<file path="src/hdl/weighted_sum_tree_sampler_unit_defines.svh">
// Assertion macros for the weighted sum tree sampler unit.
`ifndef WEIGHTED_SUM_TREE_SAMPLER_UNIT_DEFINES_SVH
`define WEIGHTED_SUM_TREE_SAMPLER_UNIT_DEFINES_SVH

// Asserts that a condition implies a consequence in the same cycle.
`define WSTS_ASSERT_IMP(label, cond, cons, msg) \
    label: assert property (@(posedge i_clk) disable iff (!i_rst_n) \
        (cond) |-> (cons)) else $error(msg);

// Asserts that a condition implies a consequence in the next cycle.
`define WSTS_ASSERT_NEXT(label, cond, cons, msg) \
    label: assert property (@(posedge i_clk) disable iff (!i_rst_n) \
        (cond) |=> (cons)) else $error(msg);

`endif

</file>
<file path="src/hdl/wsts_level_cell.sv">
//------------------------------------------------------------------------------
// wsts_level_cell
// One tree level: memory of node sums with add, rebuild and descend steps.
//------------------------------------------------------------------------------
`timescale 1ns / 1ps

module wsts_level_cell #(
    parameter int LEVEL = 0,
    parameter int SUM_W = 42,
    parameter int NW    = 1
) (
    input  logic                i_clk,
    input  logic                i_rst_n,
    input  logic                i_clr,
    input  logic [NW-1:0]       i_clr_idx,
    input  logic                i_we,
    input  logic [NW-1:0]       i_widx,
    input  logic [SUM_W-1:0]    i_wdata,
    input  logic                i_add,
    input  logic [NW-1:0]       i_aidx,
    input  logic [SUM_W-1:0]    i_delta,
    input  logic [NW-1:0]       i_ridx,
    output logic [SUM_W-1:0]    o_rdata
);

    localparam int DEPTH = 1 << LEVEL;
    localparam int IW    = (LEVEL > 0) ? LEVEL : 1;

    logic [SUM_W-1:0] r_mem [DEPTH];
    logic [SUM_W-1:0] r_rdata;
    logic [SUM_W-1:0] r_adata;
    logic [IW-1:0]    r_pend_idx;
    logic [SUM_W-1:0] r_pend_delta;
    logic             r_pend;
    logic [IW-1:0]    w_ridx;
    logic [IW-1:0]    w_aidx;
    logic [IW-1:0]    w_widx;
    logic [IW-1:0]    w_cidx;

    assign w_ridx = i_ridx[IW-1:0] & IW'(DEPTH - 1);
    assign w_aidx = i_aidx[IW-1:0] & IW'(DEPTH - 1);
    assign w_widx = i_widx[IW-1:0] & IW'(DEPTH - 1);
    assign w_cidx = i_clr_idx[IW-1:0] & IW'(DEPTH - 1);

    // The add registers the old sum with the request and writes the new sum back in the cycle after.
    always_ff @(posedge i_clk) begin
        r_rdata <= r_mem[w_ridx];
        r_adata <= r_mem[w_aidx];
        if (i_clr) begin
            r_mem[w_cidx] <= '0;
        end else if (i_we) begin
            r_mem[w_widx] <= i_wdata;
        end else if (r_pend) begin
            r_mem[r_pend_idx] <= r_adata + r_pend_delta;
        end
    end

    always_ff @(posedge i_clk) begin
        if (!i_rst_n) begin
            r_pend <= 1'b0;
        end else begin
            r_pend <= i_add;
        end
        r_pend_idx   <= w_aidx;
        r_pend_delta <= i_delta;
    end

    assign o_rdata = r_rdata;

endmodule

</file>
<file path="config.mk">
export PLATFORM = sky130hd
export DESIGN_NAME = wsts_level_cell
export DESIGN_NICKNAME = d
export VERILOG_FILES = /design/src/hdl/weighted_sum_tree_sampler_unit_defines.svh /design/src/hdl/wsts_level_cell.sv
export SDC_FILE = /design/constraint.sdc
export NUM_CORES = 1
export LEC_CHECK = 0
export ABC_AREA = 1
export ABC_CLOCK_PERIOD_IN_PS = 2580
export BUFFER_PORTS_ARGS = -buffer_cell sky130_fd_sc_hd__buf_2
export CORE_MARGIN = 10
export CORE_UTILIZATION = 45
export CTS_CLUSTER_DIAMETER = 40
export DETAILED_ROUTE_END_ITERATION = 6
export PLACE_DENSITY = 0.72
export SLEW_MARGIN = 0
export SYNTH_ARGS = -nofsm -noshare
export SYNTH_HDL_FRONTEND = slang
export SYNTH_SLANG_ARGS = --single-unit
</file>
<file path="constraint.sdc">
create_clock -name i_clk -period 2.58 [get_ports i_clk]
set_clock_uncertainty 0.15 [all_clocks]
set_input_delay 0.387 -clock i_clk [delete_from_list [all_inputs] [get_ports i_clk]]
set_output_delay 0.387 -clock i_clk [all_outputs]
set_load 0.03 [all_outputs]
</file>
* After elaboration in Yosys (flattened, before gate mapping)
Memory sizes are Yosys's and may differ from the RTL's. A register that Yosys moved wholly into a read port is not among the register bits.
Index checks and enable logic that the tools add are counted.
** Storage, ports and cells
- Flip-flop bits (word level) :: 43
- RAM bits :: 42
- Input port bits :: 93
- Output and inout bits :: 42
- Word-level logic and storage cells :: 19
- Memories kept :: 1
** Memories
- r_mem :: depth 1, width 42, read ports 1, clocked after Yosys merged registers in 1, write ports 1, RTL line wsts_level_cell.sv:29 : logic [SUM_W-1:0] r_mem [DEPTH];
** Operators by class
- Add/subtract/negate cells :: 1
- Muxes and demuxes :: 13
- Reductions and logical operators :: 2
** Operators with widths (number)
- 42-bit two-way mux :: 2
- 42-bit OR reduction :: 2
- 42-bit adder :: 1
- 1-bit two-way mux :: 11

* Longest topological paths before layout
- Depth after elaboration :: 6
- Depth in mapped cells :: 14
- Mapped depth without buffers :: 14

* Least setup slack after synthesis
OpenSTA, ideal clock, no wires.
- Path type :: input-to-reg
- From :: input port i_clr
- To :: memory r_mem[0][0], enable pin
- Data arrival time :: 1.645 ns
- Setup slack :: 0.240 ns
- Stages on the path :: 4
- Buffers on the path :: 1
- Cells stage by stage :: nor2_1 -> nand2_1 -> clkbuf_1 -> nand2_1
** On the way
- Cells in the longest elaborated chain, start to end :: 5
- Elaborated cells between the ends (all ways) :: 10
** Ends and longest elaborated chain
- start, declared :: RTL line wsts_level_cell.sv:14 : input logic i_clr,
- 1-bit two-way mux :: RTL line wsts_level_cell.sv:49 : if (i_clr) begin
- 1-bit two-way mux (implied by the code) :: RTL line wsts_level_cell.sv:52 : r_mem[w_widx] <= i_wdata;
- 42-bit OR reduction (no line)
- 1-bit two-way mux (no line)
- 1-bit two-way mux (no line) (*)
- end, declared :: RTL line wsts_level_cell.sv:29
Mark *: on every way between the ends. The rest lies on a longest branch, timed or not.

* Worst setup path after layout
- From :: register r_adata[0], read port of r_mem
- To :: memory r_mem[0][28], data pin
** On the way
- Cells in the longest elaborated chain, start to end :: 2
** Ends and longest elaborated chain
- start, declared :: RTL line wsts_level_cell.sv:31 : logic [SUM_W-1:0] r_adata;
- 42-bit adder :: RTL line wsts_level_cell.sv:54 : r_mem[r_pend_idx] <= r_adata + r_pend_delta;
- 42-bit two-way mux (no line)
No other way between the ends.

==> results.cfg <==
[status]
status = completed

[synthesis]
ys.flop_type = dfxtp_1
synth.distinct_cells = 31
synth_edf_count = 42
synth_common_cells = nand2_1 (331), inv_1 (134), dfxtp_1 (85)
netlist_instances = 906
syn_nets = 1041
ys_ff_latch = 127
synth_top_area_share_pct = 25.4
synth_most_common_cell = nand2_1
synth_top_cell_by_area = dfxtp_1
synthTopCellsByArea = dfxtp_1 (25%), edfxtp_1 (19%), nand2_1 (19%), ha_1 (7.7%), inv_1 (7.5%)
syn_avg_cell_area_um2 = 7.40
syn_area_mm2 = 0.00670
ys_seq_area_share_pct = 44.2
synthArstFlopShare_pct = 0
yosys_warnings = 0

[min_path]
hold_class = in -> reg
holdPathEnd = r_pend
worstHoldStart = i_rst_n
hold_path_depth = 3

[cells_and_area]
areaGrowthSynthToFinish_pct = 29.0
final_area_mm2 = 0.00865
multiInputGateArea_mm2 = 0.00320
drive_gt1_share_pct = 19.4
layout.nets = 1233
antenna_cells = 0
regArea_mm2 = 0.00296
fillCellCount = 1353
layout.cells.non_filler = 1295

[clocking]
clk_pin_slew_ns = 0.06
root_buffer = clkbuf_16
cts-buffers-inserted = 17
clockBufferDepth = 2
cts_resized = 0
cts_tree = done
clk_latency_ns = 0.42
htree_levels = 4
cts_num_sinks = 127

[power]
p_total_mw = 5.96
p_leak_nw = 4.66
switching_share_pct = 29.8
p_int_mw = 4.18
power_frac_comb_pct = 21.7
p_switching_mw = 1.78
ir_drop_mv = 0.464
p_seq_share_pct = 38.4
p_clk_share_pct = 39.8
pwr_density_cell_mw_per_mm2 = 689

[critical_path]
critical_path_class = reg -> reg
cp-end-kind = register
critPathArrivalTime_ns = 2.47
r2r-start = r_adata[0]
cp_data_required_time_ns = 2.60
worstPathMaxFanout = 4
critPathLaunch = r_adata[0]
r2r_slack_ns = 0.13
regToRegEndpoint = r_mem[0][28]
reg2regPathDepth = 11
start_kind = register

[drt]
drt-total-wl_um = 19200
routedWlPerCell_um = 14.9
ant_nets = 0
detail_route.first_pass.iterations = 5
dr.first_iter.drc_count = 482
drc_errors = 0
route.vias.total = 6189
routed_via_density = 4.78

[floorplan]
die_h_um = 142
die_area_mm2 = 0.0202
start_util_pct = 45.9
die_w_um = 142
num_io_pins = 135
core_mm2 = 0.0146
rows = 44

[timing]
tns_ns = 0
fmaxAchievable_mhz = 408
rsz0062_at_grt = no
drv_slew = 0
finalCriticalPeriod_ns = 2.45
worst_pin_slew_ns = 0.598
period_share_pct = 94.9
max_slew_margin_pct = 60.1
hold_viol_final = 0
layout_setup_ws_ns = 0.131
setup_viol = 0

[global_route]
grt_busiest_layer = met2
use_met2_pct = 28.9
grtUsageMet1_pct = 25.5
grt_pass1_vias = 6045
grt_max_degree = 43
grt.met3_usage_pct = 6.88
grt_use_total_pct = 19.1
overflow = 0
antenna_found_initial = 0
grt_pass1_wl_um = 30600

[job]
drv_cap = 0

[placement]
post-place-cells = 1220
hpwl_um = 14700
placed_area_mm2 = 0.00763
io_buffers = 130
place.gp.congestion = 0.938
place_ws_ns = 0.136
## power by group through the flow
stage / registers, mW / clock network, mW / logic [mW]
3_5_place_dp: 2.33 / 0 / 1.22
4_1_cts: 2.29 / 2.40 / 1.28
3_3_place_gp: 2.33 / 0 / 1.22
2_1_floorplan: 2.44 / 0 / 0.726
6_report: 2.29 / 2.37 / 1.29
5_1_grt: 2.30 / 2.48 / 1.45
## critical path, stage by stage (launching register included)
cell      delay, ns
dfxtp_1        0.31
ha_1           0.23
fa_1           0.45
nand2_1        0.12
nand3_1        0.09
and2_1         0.18
nand3b_1       0.11
nand3_2        0.17
nand2_2        0.12
nand3_1        0.07
nand3_1        0.14
nand2_1        0.06
## kinds of logic after synthesis
kind of cell	share of synthesized area, %
flip-flops	44.2
XOR/XNOR	0.915
adder cells (fa/ha/maj)	7.96
buffers and inverters	8.16
AND/OR/NAND/NOR	32.2
AO/OA/AOI/OAI	6.59
## cells in the final DEF (no fill, tap or decap), drive strengths merged, types with 2 or more instances in the layout
cell type    Yosys  layout
a21oi           42      42
a22o             8       8
and2             3       3
buf              2     137
bufinv           0       3
clkbuf           5      20
clkinv           0       6
clkinvlp         0       3
dfxtp           85      85
dlygate4sd3      0      43
edfxtp          42      42
ha              41      41
inv            138     138
nand2          350     350
nand3           62      62
nand3b           2       2
nand4            2       2
nor2            82      82
nor3             3       3
o21ai           25      25
o21bai           3       3
or2              2       2
xor2             6       6
## timing repair
item                                   CTS  global route
hold buffers                            43             0
setup endpoints to repair                0             0
setup buffers                            0             0
endpoints found under the hold margin   43             0
## sequential cells by signal, indices dropped and copies added (netlist names)
signal	count
r_adata	42
r_mem	42
r_pend	1
r_pend_delta	42
## metrics by stage
stage | util, % | hold WS (ns)
2_1_floorplan | - | 0.173
5_1_grt | 59.3 | 0.0367
4_1_cts | 59.3 | 0.00162
3_3_place_gp | 52.3 | 0.173
3_5_place_dp | 52.3 | 0.177
6_report | 59.3 | 0.0308
## cell type report
| class | count | share of cell area [%] |
|---|---|---|
| multi-input combinational | 634 | 37.0 |
| sequential | 127 | 34.3 |
| timing repair buffer | 180 | 13.4 |
| inverter | 138 | 5.99 |
| clock buffer | 20 | 5.05 |
| tap | 184 | 2.66 |
| clock inverter | 12 | 1.66 |
## worst max path at each step
stage,end,cells past startpoint
after floorplan,r_mem[0][0],4
after global placement,r_mem[0][28],11
after detailed placement,r_mem[0][28],11
after CTS,r_mem[0][28],11
after global routing,r_mem[0][28],11
final,r_mem[0][28],11
## routing by layer
layer	vias up	share of wire [%]
met4	0	0.69
met2	197	44
met5	-	0
li1	3230	-
met1	2751	47
met3	11	9.0
Note: power is estimated with default switching activity, not from simulation.
